File: config.mk
export PLATFORM = sky130hd
export DESIGN_NAME = flash_journal_store_top
export DESIGN_NICKNAME = d
export VERILOG_FILES = /design/src/sv/fjs_pkg.sv /design/src/sv/fjs_ram.sv /design/src/sv/flash_journal_store_top.sv
export SDC_FILE = /design/constraint.sdc
export NUM_CORES = 2
export LEC_CHECK = 0
export ABC_CLOCK_PERIOD_IN_PS = 15100
export BUFFER_PORTS_ARGS = -buffer_cell sky130_fd_sc_hd__buf_4
export CAP_MARGIN = 0
export CORE_MARGIN = 2
export CORE_UTILIZATION = 25
export DETAILED_ROUTE_END_ITERATION = 10
export SLEW_MARGIN = 20
export SYNTH_ARGS = -nofsm -noshare
export SYNTH_HDL_FRONTEND = slang
export SYNTH_SLANG_ARGS = --single-unit
File: constraint.sdc
create_clock -name i_clk -period 15.1 [get_ports i_clk]
set_input_delay 1.51 -clock i_clk [delete_from_list [all_inputs] [get_ports i_clk]]
set_output_delay 1.51 -clock i_clk [all_outputs]
set_load 0.03 [all_outputs]
File: src/sv/fjs_pkg.sv
`default_nettype none
package fjs_pkg;

    // geometry default
    localparam int WORDS_PER_PAGE_DEF = 16;

    // opcodes
    localparam logic [1:0] OP_WRITE  = 2'd0;
    localparam logic [1:0] OP_READ   = 2'd1;
    localparam logic [1:0] OP_RECOV  = 2'd2;
    localparam logic [1:0] OP_INJECT = 2'd3;

    // result status codes
    localparam logic [1:0] STAT_OK    = 2'd0;
    localparam logic [1:0] STAT_NOVAL = 2'd1;
    localparam logic [1:0] STAT_CRASH = 2'd2;
    localparam logic [1:0] STAT_PERR  = 2'd3;

    // configuration register indexes
    localparam logic [1:0] CFG_TWO_PHASE = 2'd0;
    localparam logic [1:0] CFG_CMT_FIRST = 2'd1;
    localparam logic [1:0] CFG_SCAN_CMT  = 2'd2;
    localparam logic [1:0] CFG_ECC_TRAP  = 2'd3;

    // flash constants
    localparam logic [63:0] ERASED_WORD = 64'hFFFF_FFFF_FFFF_FFFF;
    localparam logic [31:0] HDR_RECEIVE = 32'hA5A5_A5A5;
    localparam logic [31:0] HDR_ACTIVE  = 32'h5A5A_5A5A;
    localparam logic [31:0] CRC_POLY    = 32'hEDB8_8320;
    localparam logic [31:0] CRC_INIT    = 32'hFFFF_FFFF;

    typedef struct packed {
        logic [1:0]  opcode;
        logic [63:0] data_word;
        logic        inject_page;
        logic [3:0]  inject_index;
        logic        inject_bad;
    } t_cmd;

    typedef struct packed {
        logic [63:0] stored_value;
        logic        value_valid;
        logic [1:0]  status;
        logic [31:0] sequence_res;
        logic        active_page;
        logic [2:0]  free_slot;
    } t_res;

    // one byte through the reflected CRC-32
    function automatic logic [31:0] crc_byte(input logic [31:0] c, input logic [7:0] b);
        logic [31:0] x;
        x = c ^ {24'h0, b};
        for (int k = 0; k < 8; k++) begin
            x = x[0] ? ((x >> 1) ^ CRC_POLY) : (x >> 1);
        end
        return x;
    endfunction

endpackage
`default_nettype wire

File: src/sv/fjs_ram.sv
`default_nettype none
module fjs_ram #(
    parameter int WIDTH = 64,
    parameter int DEPTH = 32
) (
    input  wire logic                     i_clk,
    input  wire logic                     i_we,
    input  wire logic [$clog2(DEPTH)-1:0] i_waddr,
    input  wire logic [WIDTH-1:0]         i_wdata,
    input  wire logic [$clog2(DEPTH)-1:0] i_raddr,
    output logic      [WIDTH-1:0]         o_rdata
);
    logic [WIDTH-1:0] r_mem [DEPTH];

    // one write port, registered read port
    always_ff @(posedge i_clk) begin
        if (i_we) begin
            r_mem[i_waddr] <= i_wdata;
        end
        o_rdata <= r_mem[i_raddr];
    end
endmodule
`default_nettype wire

File: src/sv/flash_journal_store_top.sv
`default_nettype none
// Journaled 64-bit value store on a two-page flash model. A command is taken
// when start is high and busy is low; busy stays high until the result strobe
// o_done, which holds the result for exactly one cycle and cannot be stalled.
// All flash traffic goes through one word-wide RAM (read, then check and
// program) and all record checks through one byte-per-cycle CRC unit. A
// write moves the held value, if any, to the other page when the page is
// full. A recover reads each slot in full (at most (WORDS_PER_PAGE-2)/2
// slots), skips a slot for a bad word when the ECC trap is set, and stops
// at an erased commit word; it mounts an empty store when no header is
// found.
module flash_journal_store_top #(
    parameter int WORDS_PER_PAGE = fjs_pkg::WORDS_PER_PAGE_DEF
) (
    input  wire logic          i_clk,
    input  wire logic          i_rst_n,
    input  wire logic          start,
    output logic               busy,
    input  wire fjs_pkg::t_cmd i_cmd,
    output logic               o_done,
    output fjs_pkg::t_res      o_res,
    input  wire logic          psel,
    input  wire logic          penable,
    input  wire logic          pwrite,
    input  wire logic [3:0]    paddr,
    input  wire logic [31:0]   pwdata,
    output logic [31:0]        prdata,
    output logic               pready
);
    import fjs_pkg::*;

    localparam int DEPTH   = 2 * WORDS_PER_PAGE;
    localparam int ADDR_W  = $clog2(DEPTH);
    localparam int IDX_W   = $clog2(WORDS_PER_PAGE);
    localparam int SLOTS   = (WORDS_PER_PAGE - 2) / 2;
    localparam int SLOT_CW = $clog2(SLOTS + 1);
    localparam int SLOT_W  = (SLOT_CW > 3) ? SLOT_CW : 3;
    localparam logic [SLOT_W-1:0] SLOT_MAX = SLOT_W'(SLOTS);
    localparam logic [ADDR_W-1:0] PAGE_OFS = ADDR_W'(WORDS_PER_PAGE);

    // sequencer states
    localparam logic [4:0] S_IDLE  = 5'd0;
    localparam logic [4:0] S_WCHK  = 5'd1;
    localparam logic [4:0] S_MVH0  = 5'd2;
    localparam logic [4:0] S_MVH1  = 5'd3;
    localparam logic [4:0] S_REC   = 5'd4;
    localparam logic [4:0] S_CRC   = 5'd5;
    localparam logic [4:0] S_PRD   = 5'd6;
    localparam logic [4:0] S_PWR   = 5'd7;
    localparam logic [4:0] S_HRD   = 5'd8;
    localparam logic [4:0] S_HCHK  = 5'd9;
    localparam logic [4:0] S_HEND  = 5'd10;
    localparam logic [4:0] S_MTH1  = 5'd11;
    localparam logic [4:0] S_LOOP  = 5'd12;
    localparam logic [4:0] S_SRD   = 5'd13;
    localparam logic [4:0] S_SCHK  = 5'd14;
    localparam logic [4:0] S_SCMP  = 5'd15;
    localparam logic [4:0] S_FIN   = 5'd16;
    localparam logic [4:0] S_DONE  = 5'd17;

    function automatic logic [ADDR_W-1:0] f_addr(input logic pg, input logic [IDX_W-1:0] idx);
        return pg ? (PAGE_OFS + ADDR_W'(idx)) : ADDR_W'(idx);
    endfunction

    function automatic logic [IDX_W-1:0] f_slot_idx(input logic [SLOT_W-1:0] s,
                                                    input logic odd);
        return IDX_W'(32'(s) * 2 + 2 + 32'(odd));
    endfunction

    logic [4:0]        r_state, n_state;
    logic [3:0]        r_cfg;
    logic              r_page, n_page;
    logic [SLOT_W-1:0] r_slot, n_slot;
    logic [31:0]       r_rseq, n_rseq;
    logic [31:0]       r_pseq, n_pseq;
    logic [63:0]       r_hval, n_hval;
    logic              r_hvalid, n_hvalid;
    logic [DEPTH-1:0]  r_valid, n_valid;
    logic [DEPTH-1:0]  r_bad, n_bad;
    logic              r_fault, n_fault;
    logic [1:0]        r_status, n_status;
    logic [63:0]       r_din, n_din;
    logic [1:0]        r_op, n_op;
    logic              r_mv, n_mv;
    logic [ADDR_W-1:0] r_addr, n_addr;
    logic              r_rv, n_rv;
    logic              r_rb, n_rb;
    logic              r_pg, n_pg;
    logic              r_have, n_have;
    logic [31:0]       r_best, n_best;
    logic [SLOT_W-1:0] r_s, n_s;
    logic [SLOT_W-1:0] r_nxt, n_nxt;
    logic              r_ph, n_ph;
    logic              r_found, n_found;
    logic [31:0]       r_bseq, n_bseq;
    logic [63:0]       r_bval, n_bval;
    logic [63:0]       r_pay, n_pay;
    logic [63:0]       r_mark, n_mark;
    logic [31:0]       r_crc, n_crc;
    logic [95:0]       r_cdat, n_cdat;
    logic [3:0]        r_ccnt, n_ccnt;

    logic              ram_we;
    logic [ADDR_W-1:0] ram_waddr;
    logic [63:0]       ram_wdata;
    logic [ADDR_W-1:0] ram_raddr;
    logic [63:0]       ram_rdata;

    fjs_ram #(
        .WIDTH (64),
        .DEPTH (DEPTH)
    ) u_flash (
        .i_clk   (i_clk),
        .i_we    (ram_we),
        .i_waddr (ram_waddr),
        .i_wdata (ram_wdata),
        .i_raddr (ram_raddr),
        .o_rdata (ram_rdata)
    );

    // configuration port
    logic cfg_wr;
    assign pready = 1'b1;
    assign cfg_wr = psel & penable & pwrite;
    assign prdata = {31'h0, r_cfg[paddr[3:2]]};

    // handshake and result
    assign busy   = (r_state != S_IDLE);
    assign o_done = (r_state == S_DONE);
    always_comb begin
        o_res.stored_value = r_hval;
        o_res.value_valid  = r_hvalid;
        o_res.status       = r_status;
        o_res.sequence_res = r_rseq;
        o_res.active_page  = r_page;
        o_res.free_slot    = r_slot[2:0];
    end

    // sequencer
    always_comb begin
        logic [63:0] w;
        logic        is_cmt;
        logic [31:0] crc_nx;
        logic [63:0] rec_val;
        logic        prog_ok;

        n_state = r_state;  n_page = r_page;   n_slot = r_slot;   n_rseq = r_rseq;
        n_pseq = r_pseq;    n_hval = r_hval;   n_hvalid = r_hvalid;
        n_valid = r_valid;  n_bad = r_bad;     n_fault = r_fault; n_status = r_status;
        n_din = r_din;      n_op = r_op;       n_mv = r_mv;       n_addr = r_addr;
        n_rv = r_rv;        n_rb = r_rb;       n_pg = r_pg;       n_have = r_have;
        n_best = r_best;    n_s = r_s;         n_nxt = r_nxt;     n_ph = r_ph;
        n_found = r_found;  n_bseq = r_bseq;   n_bval = r_bval;   n_pay = r_pay;
        n_mark = r_mark;    n_crc = r_crc;     n_cdat = r_cdat;   n_ccnt = r_ccnt;
        ram_we = 1'b0;      ram_waddr = r_addr; ram_wdata = r_din; ram_raddr = r_addr;

        w       = r_rv ? ram_rdata : ERASED_WORD;
        crc_nx  = crc_byte(r_crc, r_cdat[7:0]);
        rec_val = r_mv ? r_hval : r_din;
        prog_ok = !r_rb && (!r_rv || ram_rdata == ERASED_WORD);
        is_cmt  = 1'b0;

        case (r_state)
            S_IDLE: begin
                if (start) begin
                    n_din   = i_cmd.data_word;
                    n_op    = i_cmd.opcode;
                    n_fault = 1'b0;
                    case (i_cmd.opcode)
                        OP_WRITE: n_state = S_WCHK;
                        OP_READ: begin
                            n_status = r_hvalid ? STAT_OK : STAT_NOVAL;
                            n_state  = S_DONE;
                        end
                        OP_RECOV: begin
                            n_hvalid = 1'b0; n_rseq = '0; n_hval = '0;
                            n_page = 1'b0;   n_slot = '0; n_pseq = '0;
                            n_pg = 1'b0;     n_have = 1'b0; n_best = '0;
                            n_state = S_HRD;
                        end
                        default: begin
                            // raw inject, out-of-page indexes dropped
                            if (32'(i_cmd.inject_index) < 32'(WORDS_PER_PAGE)) begin
                                ram_we    = 1'b1;
                                ram_waddr = f_addr(i_cmd.inject_page,
                                                   IDX_W'(i_cmd.inject_index));
                                ram_wdata = i_cmd.data_word;
                                n_valid[ram_waddr] = 1'b1;
                                n_bad[ram_waddr]   = i_cmd.inject_bad;
                            end
                            n_status = STAT_OK;
                            n_state  = S_DONE;
                        end
                    endcase
                end
            end

            // page full: erase the other page and move there
            S_WCHK: begin
                if (r_slot >= SLOT_MAX) begin
                    for (int i = 0; i < DEPTH; i++) begin
                        if ((i >= WORDS_PER_PAGE) == !r_page) begin
                            n_valid[i] = 1'b0;
                            n_bad[i]   = 1'b0;
                        end
                    end
                    n_state = S_MVH0;
                end else begin
                    n_mv    = 1'b0;
                    n_state = S_REC;
                end
            end
            S_MVH0: begin
                ram_we    = 1'b1;
                ram_waddr = f_addr(!r_page, IDX_W'(0));
                ram_wdata = {HDR_RECEIVE, r_pseq + 32'd1};
                n_valid[ram_waddr] = 1'b1;
                n_state = S_MVH1;
            end
            S_MVH1: begin
                ram_we    = 1'b1;
                ram_waddr = f_addr(!r_page, IDX_W'(1));
                ram_wdata = {HDR_ACTIVE, r_pseq + 32'd1};
                n_valid[ram_waddr] = 1'b1;
                n_page  = !r_page;
                n_pseq  = r_pseq + 32'd1;
                n_slot  = '0;
                n_mv    = r_hvalid;
                n_state = S_REC;
            end

            // new record: sequence, then CRC
            S_REC: begin
                n_rseq  = r_rseq + 32'd1;
                n_cdat  = {r_rseq + 32'd1, rec_val};
                n_crc   = CRC_INIT;
                n_ccnt  = '0;
                n_state = S_CRC;
            end
            S_CRC: begin
                n_crc  = crc_nx;
                n_cdat = r_cdat >> 8;
                n_ccnt = r_ccnt + 4'd1;
                if (r_ccnt == 4'd11) begin
                    if (r_op == OP_RECOV) begin
                        n_state = S_SCMP;
                    end else begin
                        n_mark  = {r_rseq, ~crc_nx};
                        n_ph    = 1'b0;
                        n_state = S_PRD;
                    end
                end
            end

            // program one record word with the erased check
            S_PRD: begin
                ram_raddr = f_addr(r_page, f_slot_idx(r_slot, r_cfg[CFG_CMT_FIRST] ^ r_ph));
                n_addr  = ram_raddr;
                n_rv    = r_valid[ram_raddr];
                n_rb    = r_bad[ram_raddr];
                n_state = S_PWR;
            end
            S_PWR: begin
                is_cmt = r_cfg[CFG_CMT_FIRST] ^ r_ph;
                if (prog_ok) begin
                    ram_we    = 1'b1;
                    ram_waddr = r_addr;
                    ram_wdata = is_cmt ? r_mark : rec_val;
                    n_valid[r_addr] = 1'b1;
                end else begin
                    n_fault = 1'b1;
                end
                if (!r_ph) begin
                    n_ph    = 1'b1;
                    n_state = S_PRD;
                end else begin
                    n_slot = r_slot + SLOT_W'(1);
                    if (r_mv) begin
                        n_mv    = 1'b0;
                        n_state = S_REC;
                    end else begin
                        n_hvalid = 1'b1;
                        n_hval   = r_din;
                        n_status = (r_fault || !prog_ok) ? STAT_PERR : STAT_OK;
                        n_state  = S_DONE;
                    end
                end
            end

            // recover: header of each page
            S_HRD: begin
                ram_raddr = f_addr(r_pg, IDX_W'(r_cfg[CFG_TWO_PHASE]));
                n_rv    = r_valid[ram_raddr];
                n_rb    = r_bad[ram_raddr];
                n_state = S_HCHK;
            end
            S_HCHK: begin
                if (r_rb && !r_cfg[CFG_ECC_TRAP]) begin
                    n_status = STAT_CRASH;
                    n_state  = S_DONE;
                end else begin
                    if (!r_rb && w[63:32] == (r_cfg[CFG_TWO_PHASE] ? HDR_ACTIVE : HDR_RECEIVE)
                        && (!r_have || w[31:0] >= r_best)) begin
                        n_best = w[31:0];
                        n_page = r_pg;
                        n_have = 1'b1;
                    end
                    if (r_pg) begin
                        n_state = S_HEND;
                    end else begin
                        n_pg    = 1'b1;
                        n_state = S_HRD;
                    end
                end
            end
            S_HEND: begin
                if (!r_have) begin
                    // empty mount: fresh page 0 with both headers
                    for (int i = 0; i < WORDS_PER_PAGE; i++) begin
                        n_valid[i] = 1'b0;
                        n_bad[i]   = 1'b0;
                    end
                    ram_we    = 1'b1;
                    ram_waddr = f_addr(1'b0, IDX_W'(0));
                    ram_wdata = {HDR_RECEIVE, 32'd1};
                    n_valid[ram_waddr] = 1'b1;
                    n_state = S_MTH1;
                end else begin
                    n_pseq  = r_best;
                    n_s     = '0;
                    n_nxt   = '0;
                    n_found = 1'b0;
                    n_state = S_LOOP;
                end
            end
            S_MTH1: begin
                ram_we    = 1'b1;
                ram_waddr = f_addr(1'b0, IDX_W'(1));
                ram_wdata = {HDR_ACTIVE, 32'd1};
                n_valid[ram_waddr] = 1'b1;
                n_pseq   = 32'd1;
                n_slot   = '0;
                n_status = STAT_NOVAL;
                n_state  = S_DONE;
            end

            // recover: slot scan
            S_LOOP: begin
                n_ph    = 1'b0;
                n_state = (r_s == SLOT_MAX) ? S_FIN : S_SRD;
            end
            S_SRD: begin
                ram_raddr = f_addr(r_page, f_slot_idx(r_s, r_cfg[CFG_SCAN_CMT] ^ r_ph));
                n_rv    = r_valid[ram_raddr];
                n_rb    = r_bad[ram_raddr];
                n_state = S_SCHK;
            end
            S_SCHK: begin
                is_cmt = r_cfg[CFG_SCAN_CMT] ^ r_ph;
                if (r_rb) begin
                    if (!r_cfg[CFG_ECC_TRAP]) begin
                        n_status = STAT_CRASH;
                        n_state  = S_DONE;
                    end else begin
                        n_nxt   = r_s + SLOT_W'(1);
                        n_s     = r_s + SLOT_W'(1);
                        n_state = S_LOOP;
                    end
                end else if (is_cmt && w == ERASED_WORD) begin
                    n_nxt   = r_s;
                    n_state = S_FIN;
                end else begin
                    if (is_cmt) begin
                        n_mark = w;
                    end else begin
                        n_pay = w;
                    end
                    if (!r_ph) begin
                        n_ph    = 1'b1;
                        n_state = S_SRD;
                    end else begin
                        n_nxt   = r_s + SLOT_W'(1);
                        n_cdat  = {is_cmt ? w[63:32] : r_mark[63:32], is_cmt ? r_pay : w};
                        n_crc   = CRC_INIT;
                        n_ccnt  = '0;
                        n_state = S_CRC;
                    end
                end
            end
            S_SCMP: begin
                if (r_mark[31:0] == ~r_crc && (!r_found || r_mark[63:32] >= r_bseq)) begin
                    n_bseq  = r_mark[63:32];
                    n_bval  = r_pay;
                    n_found = 1'b1;
                end
                n_s     = r_s + SLOT_W'(1);
                n_state = S_LOOP;
            end
            S_FIN: begin
                if (r_found) begin
                    n_hvalid = 1'b1;
                    n_rseq   = r_bseq;
                    n_hval   = r_bval;
                end
                n_slot   = r_nxt;
                n_status = r_fault ? STAT_PERR : (r_found ? STAT_OK : STAT_NOVAL);
                n_state  = S_DONE;
            end

            S_DONE: n_state = S_IDLE;

            default: n_state = S_IDLE;
        endcase
    end

    // state registers
    always_ff @(posedge i_clk) begin
        if (!i_rst_n) begin
            r_state  <= S_IDLE;
            r_cfg    <= 4'b1101;
            r_page   <= 1'b0;
            r_slot   <= '0;
            r_rseq   <= '0;
            r_pseq   <= '0;
            r_hval   <= '0;
            r_hvalid <= 1'b0;
            r_valid  <= '0;
            r_bad    <= '0;
        end else begin
            r_state  <= n_state;
            r_page   <= n_page;
            r_slot   <= n_slot;
            r_rseq   <= n_rseq;
            r_pseq   <= n_pseq;
            r_hval   <= n_hval;
            r_hvalid <= n_hvalid;
            r_valid  <= n_valid;
            r_bad    <= n_bad;
            if (cfg_wr) begin
                r_cfg[paddr[3:2]] <= pwdata[0];
            end
        end
        r_fault  <= n_fault;  r_status <= n_status; r_din   <= n_din;   r_op   <= n_op;
        r_mv     <= n_mv;     r_addr   <= n_addr;   r_rv    <= n_rv;    r_rb   <= n_rb;
        r_pg     <= n_pg;     r_have   <= n_have;   r_best  <= n_best;  r_s    <= n_s;
        r_nxt    <= n_nxt;    r_ph     <= n_ph;     r_found <= n_found; r_bseq <= n_bseq;
        r_bval   <= n_bval;   r_pay    <= n_pay;    r_mark  <= n_mark;  r_crc  <= n_crc;
        r_cdat   <= n_cdat;   r_ccnt   <= n_ccnt;
    end

endmodule
`default_nettype wire
==> reports/metrics.yaml <==
run_status:
  status: "finished, final reports clean"
critical_path:
  reg2reg_from: "u_flash.o_rdata[10]$_DFF_P_"
  path_common_cell: "buf_4"
  critical_path_arrival_ps: 7170
  worstSetupPathType: "flop to flop"
  crit_family: "simple AND/OR/NAND/NOR gates"
  rrSetupSlack_ps: 8420
  cp.required_ps: 15580
  critPathBufInv: 4
  startpoint: "u_flash.o_rdata[10]$_DFF_P_"
  cp_max_fo: 27
  crit_chain: "nand4_1 > nor4_1 > nand3_1 > o21ai_0 > buf_4 > and2_0 > o21ai_4 > buf_4 > or3b_2 > nor2_4 > buf_4 > buf_4"
  startpoint_type: "flop"
  slowest_delay_ps: 900
  cp_slowest_cell: "nor4_1"
  r2r_end: "u_flash.r_mem[5][2]$_DFFE_PP_"
  end_kind: "flop"
  worst-r2r-cell-count: 12
power:
  seq_power_share_pct: 44.6
  pwr-share-clk_pct: 27.2
  power.switching_mw: 8.71
  intPower_mw: 16.3
  cellPowerDensity_nw_per_um2: 188
  p_total_mw: 25.0
  combPwrFrac_pct: 28.2
  p_leak_nw: 42.6
  irDropWorstVdd_mv: 0.150
  p_sw_share_pct: 34.8
cells_and_area:
  fin_util_pct: 28.9
  fin_nets: 8572
  drive_gt1_share_pct: 14.4
  ff_latch_area_um2: 81200
  stdcell_area_um2: 133000
  fill_cells: 46097
  multi_input_area_um2: 31700
  instances_no_fill: 14761
  syn_to_final_growth_pct: 15.4
routing:
  vias: 73779
  drt_iter0_markers: 9463
  drt-total-wl_um: 368000
  first_pass_iters: 7
  post-route-drc-count: 0
  drtAntennaViolNets: 0
  wl_per_cell_um: 24.9
  vias_per_cell: 5.00
sta:
  worst_slew_pin_slew_ps: 1160
  finalSetupViolCount: 0
  skew_ps: 57.5
  fin_setup_tns_ps: 0
  max_freq_mhz: 150
  hold_viol: 0
  slew_headroom_pct: 22.6
  fin_ws_ps: 8420
  min_period_ps: 6680
  whs_ps: 436
  fin_crit_sh_pct: 44.2
  rsz0062_at_grt: "no"
  drv_slew: 0
min_path:
  hp-class: "flop to flop"
  holdPathEnd: "r_bval[9]$_DFFE_PP_"
  hold_depth: 0
  hold_start: "r_pay[9]$_DFFE_PP_"
clock_tree:
  cts.repair.resized: 0
  root_buffer: "clkbuf_16"
  cts_setup_buffers: 0
  ctsHoldBuffers: 0
  clock_sinks: 2793
  path_clk_slew_ps: 60
  clock_latency_ps: 870
  cts_tree: "built"
  numCtsBuffers: 278
  cts.path.max_buffers: 4
  h-tree-depth: 5
synthesis:
  async_flop_share_pct: 0
  synth_edf_count: 2523
  synth_top_area_share_pct: 65.8
  yosysWarnings: 0
  synthCells: 8237
  synth_area_leader_cell: "edfxtp_1"
  yosysMostFrequentCell: "edfxtp_1"
  synth_area_um2: 115000
  ys_top_cells_by_count: "2,523 x edfxtp_1, 1,464 x nand2_1, 454 x nor2_1, 432 x nand3_1, 320 x clkbuf_1"
  avgSynthCellArea_um2: 14.0
  yosysSeqAreaShare_pct: 70.5
  ys.flop_type: "edfxtp_1"
  synth_area_leaders: "edfxtp_1 66%, mux4_2 5.8%, nand2_1 4.8%"
  ys_seq_elements: 2793
  yosysUniqueCellTypes: 80
placed_design:
  placed_cells: 14256
  gp_congestion: 0.879
  dpl_worst_slack_ps: 8300
  port_buffers: 186
  dp_hpwl_um: 221000
  placed_cell_area_um2: 124000
global_route:
  grt_pass1_vias: 69855
  grt_overflow: 0
  grt_max_degree: 179
  grt_pass1_wl_um: 518000
  grtUsageTotal_pct: 15.1
  antenna_found_initial: 21
die:
  row_count: 249
  io_pins: 252
  start_util_pct: 25.1
  die_w_um: 683
  coreArea_um2: 459000
  fp.dieArea_um2: 466000
  die_h_um: 683
job:
  maxCapViolCount: 0
-- power by group through the flow --
stage | registers, mW | logic [mW] | clock network, mW
3_3_place_gp | 11.3 | 6.83 | 0
3_5_place_dp | 11.3 | 6.92 | 0
5_1_grt | 11.2 | 7.51 | 7.15
4_1_cts | 11.1 | 6.93 | 6.87
2_1_floorplan | 11.2 | 4.05 | 0
6_report | 11.2 | 7.05 | 6.79
-- layer usage --
metal | wire [um] | vias to the layer above | GRT usage (%)
met3 | 33000 | 660 | 2.35
li1 | - | 31531 | -
met2 | 174000 | 3879 | 24.9
met5 | 41 | - | 0
met1 | 146000 | 37703 | 20.0
met4 | 15100 | 6 | 5.75
-- worst register-to-register path: stages, from the launching register on --
cell and delay [ps]:
dfxtp_1 530, nand4_1 210, nor4_1 900, nand3_1 550
o21ai_0 320, buf_4 230, and2_0 310, o21ai_4 60
buf_4 300, or3b_2 790, nor2_4 900, buf_4 650
buf_4 540
-- cells by family (layout without fill, tap and decap cells) --
family,Yosys count,in the layout,synth area share [%]
AOI/OAI and AO/OA,1275,1275,7.16
xor gates and xnor gates,171,171,1.33
adders and majority gates,71,71,0.772
buffers and inverters,686,1021,2.63
DFF,2793,2793,70.5
muxes,418,418,6.89
other,2,42,0.00652
and+or+nand+nor,2821,2821,10.7
-- registers in the layout (all words and copies together), names as in the netlist, 4 cells and up --
register,cells
r_din,64
r_valid,32
u_flash.o_rdata,64
r_rseq,32
r_mark,64
r_cdat,96
r_addr,5
r_bval,64
r_bseq,32
r_crc,32
r_best,32
r_pseq,32
u_flash.r_mem,2048
r_state,5
r_cfg,4
r_ccnt,4
r_bad,32
r_pay,64
r_hval,64
-- worst max-delay path by stage --
stage | end | slack (ps) | depth (start not counted)
5_1_grt | u_flash.o_rdata[13]$_DFF_P_ | 8220 | 11
2_1_floorplan | r_ccnt[0]$_SDFFCE_PN0P_ | 8290 | 8
4_1_cts | u_flash.r_mem[5][36]$_DFFE_PP_ | 8510 | 12
3_5_place_dp | u_flash.r_mem[5][5]$_DFFE_PP_ | 8300 | 11
3_3_place_gp | u_flash.r_mem[5][21]$_DFFE_PP_ | 8340 | 11
6_report | u_flash.r_mem[5][2]$_DFFE_PP_ | 8420 | 12
-- layout by cell type, fill, tap and decap left out, drive strengths merged, types with 38 or more instances in the layout --
master | synthesis | final
clkbuf | 320 | 373
nor3 | 38 | 38
xnor2 | 84 | 84
nand2 | 1464 | 1464
mux4 | 299 | 299
a211oi | 91 | 91
clkinv | 3 | 91
inv | 122 | 136
ha | 71 | 71
a221o | 38 | 38
o22ai | 52 | 52
o21ai | 308 | 308
mux2i | 113 | 113
nor2b | 75 | 75
nand3 | 432 | 432
a22oi | 281 | 281
a31oi | 139 | 139
buf | 241 | 401
xor2 | 87 | 87
a21oi | 228 | 228
edfxtp | 2523 | 2523
nand4 | 247 | 247
dfxtp | 270 | 270
nor2 | 457 | 457
-- area by class of cell --
| class | instances | share of cell area, % |
|---|---|---|
| Inverter | 125 | 0.357 |
| Timing Repair Buffer | 401 | 2.33 |
| Sequential cell | 2793 | 61.1 |
| Antenna cell | 10 | 0.0188 |
| Multi-Input combinational cell | 4788 | 23.8 |
| Clock buffer | 373 | 5.84 |
| Tap cell | 6149 | 5.79 |
| Clock inverter | 122 | 0.758 |
No activity file was read; power rests on OpenSTA's default activity.
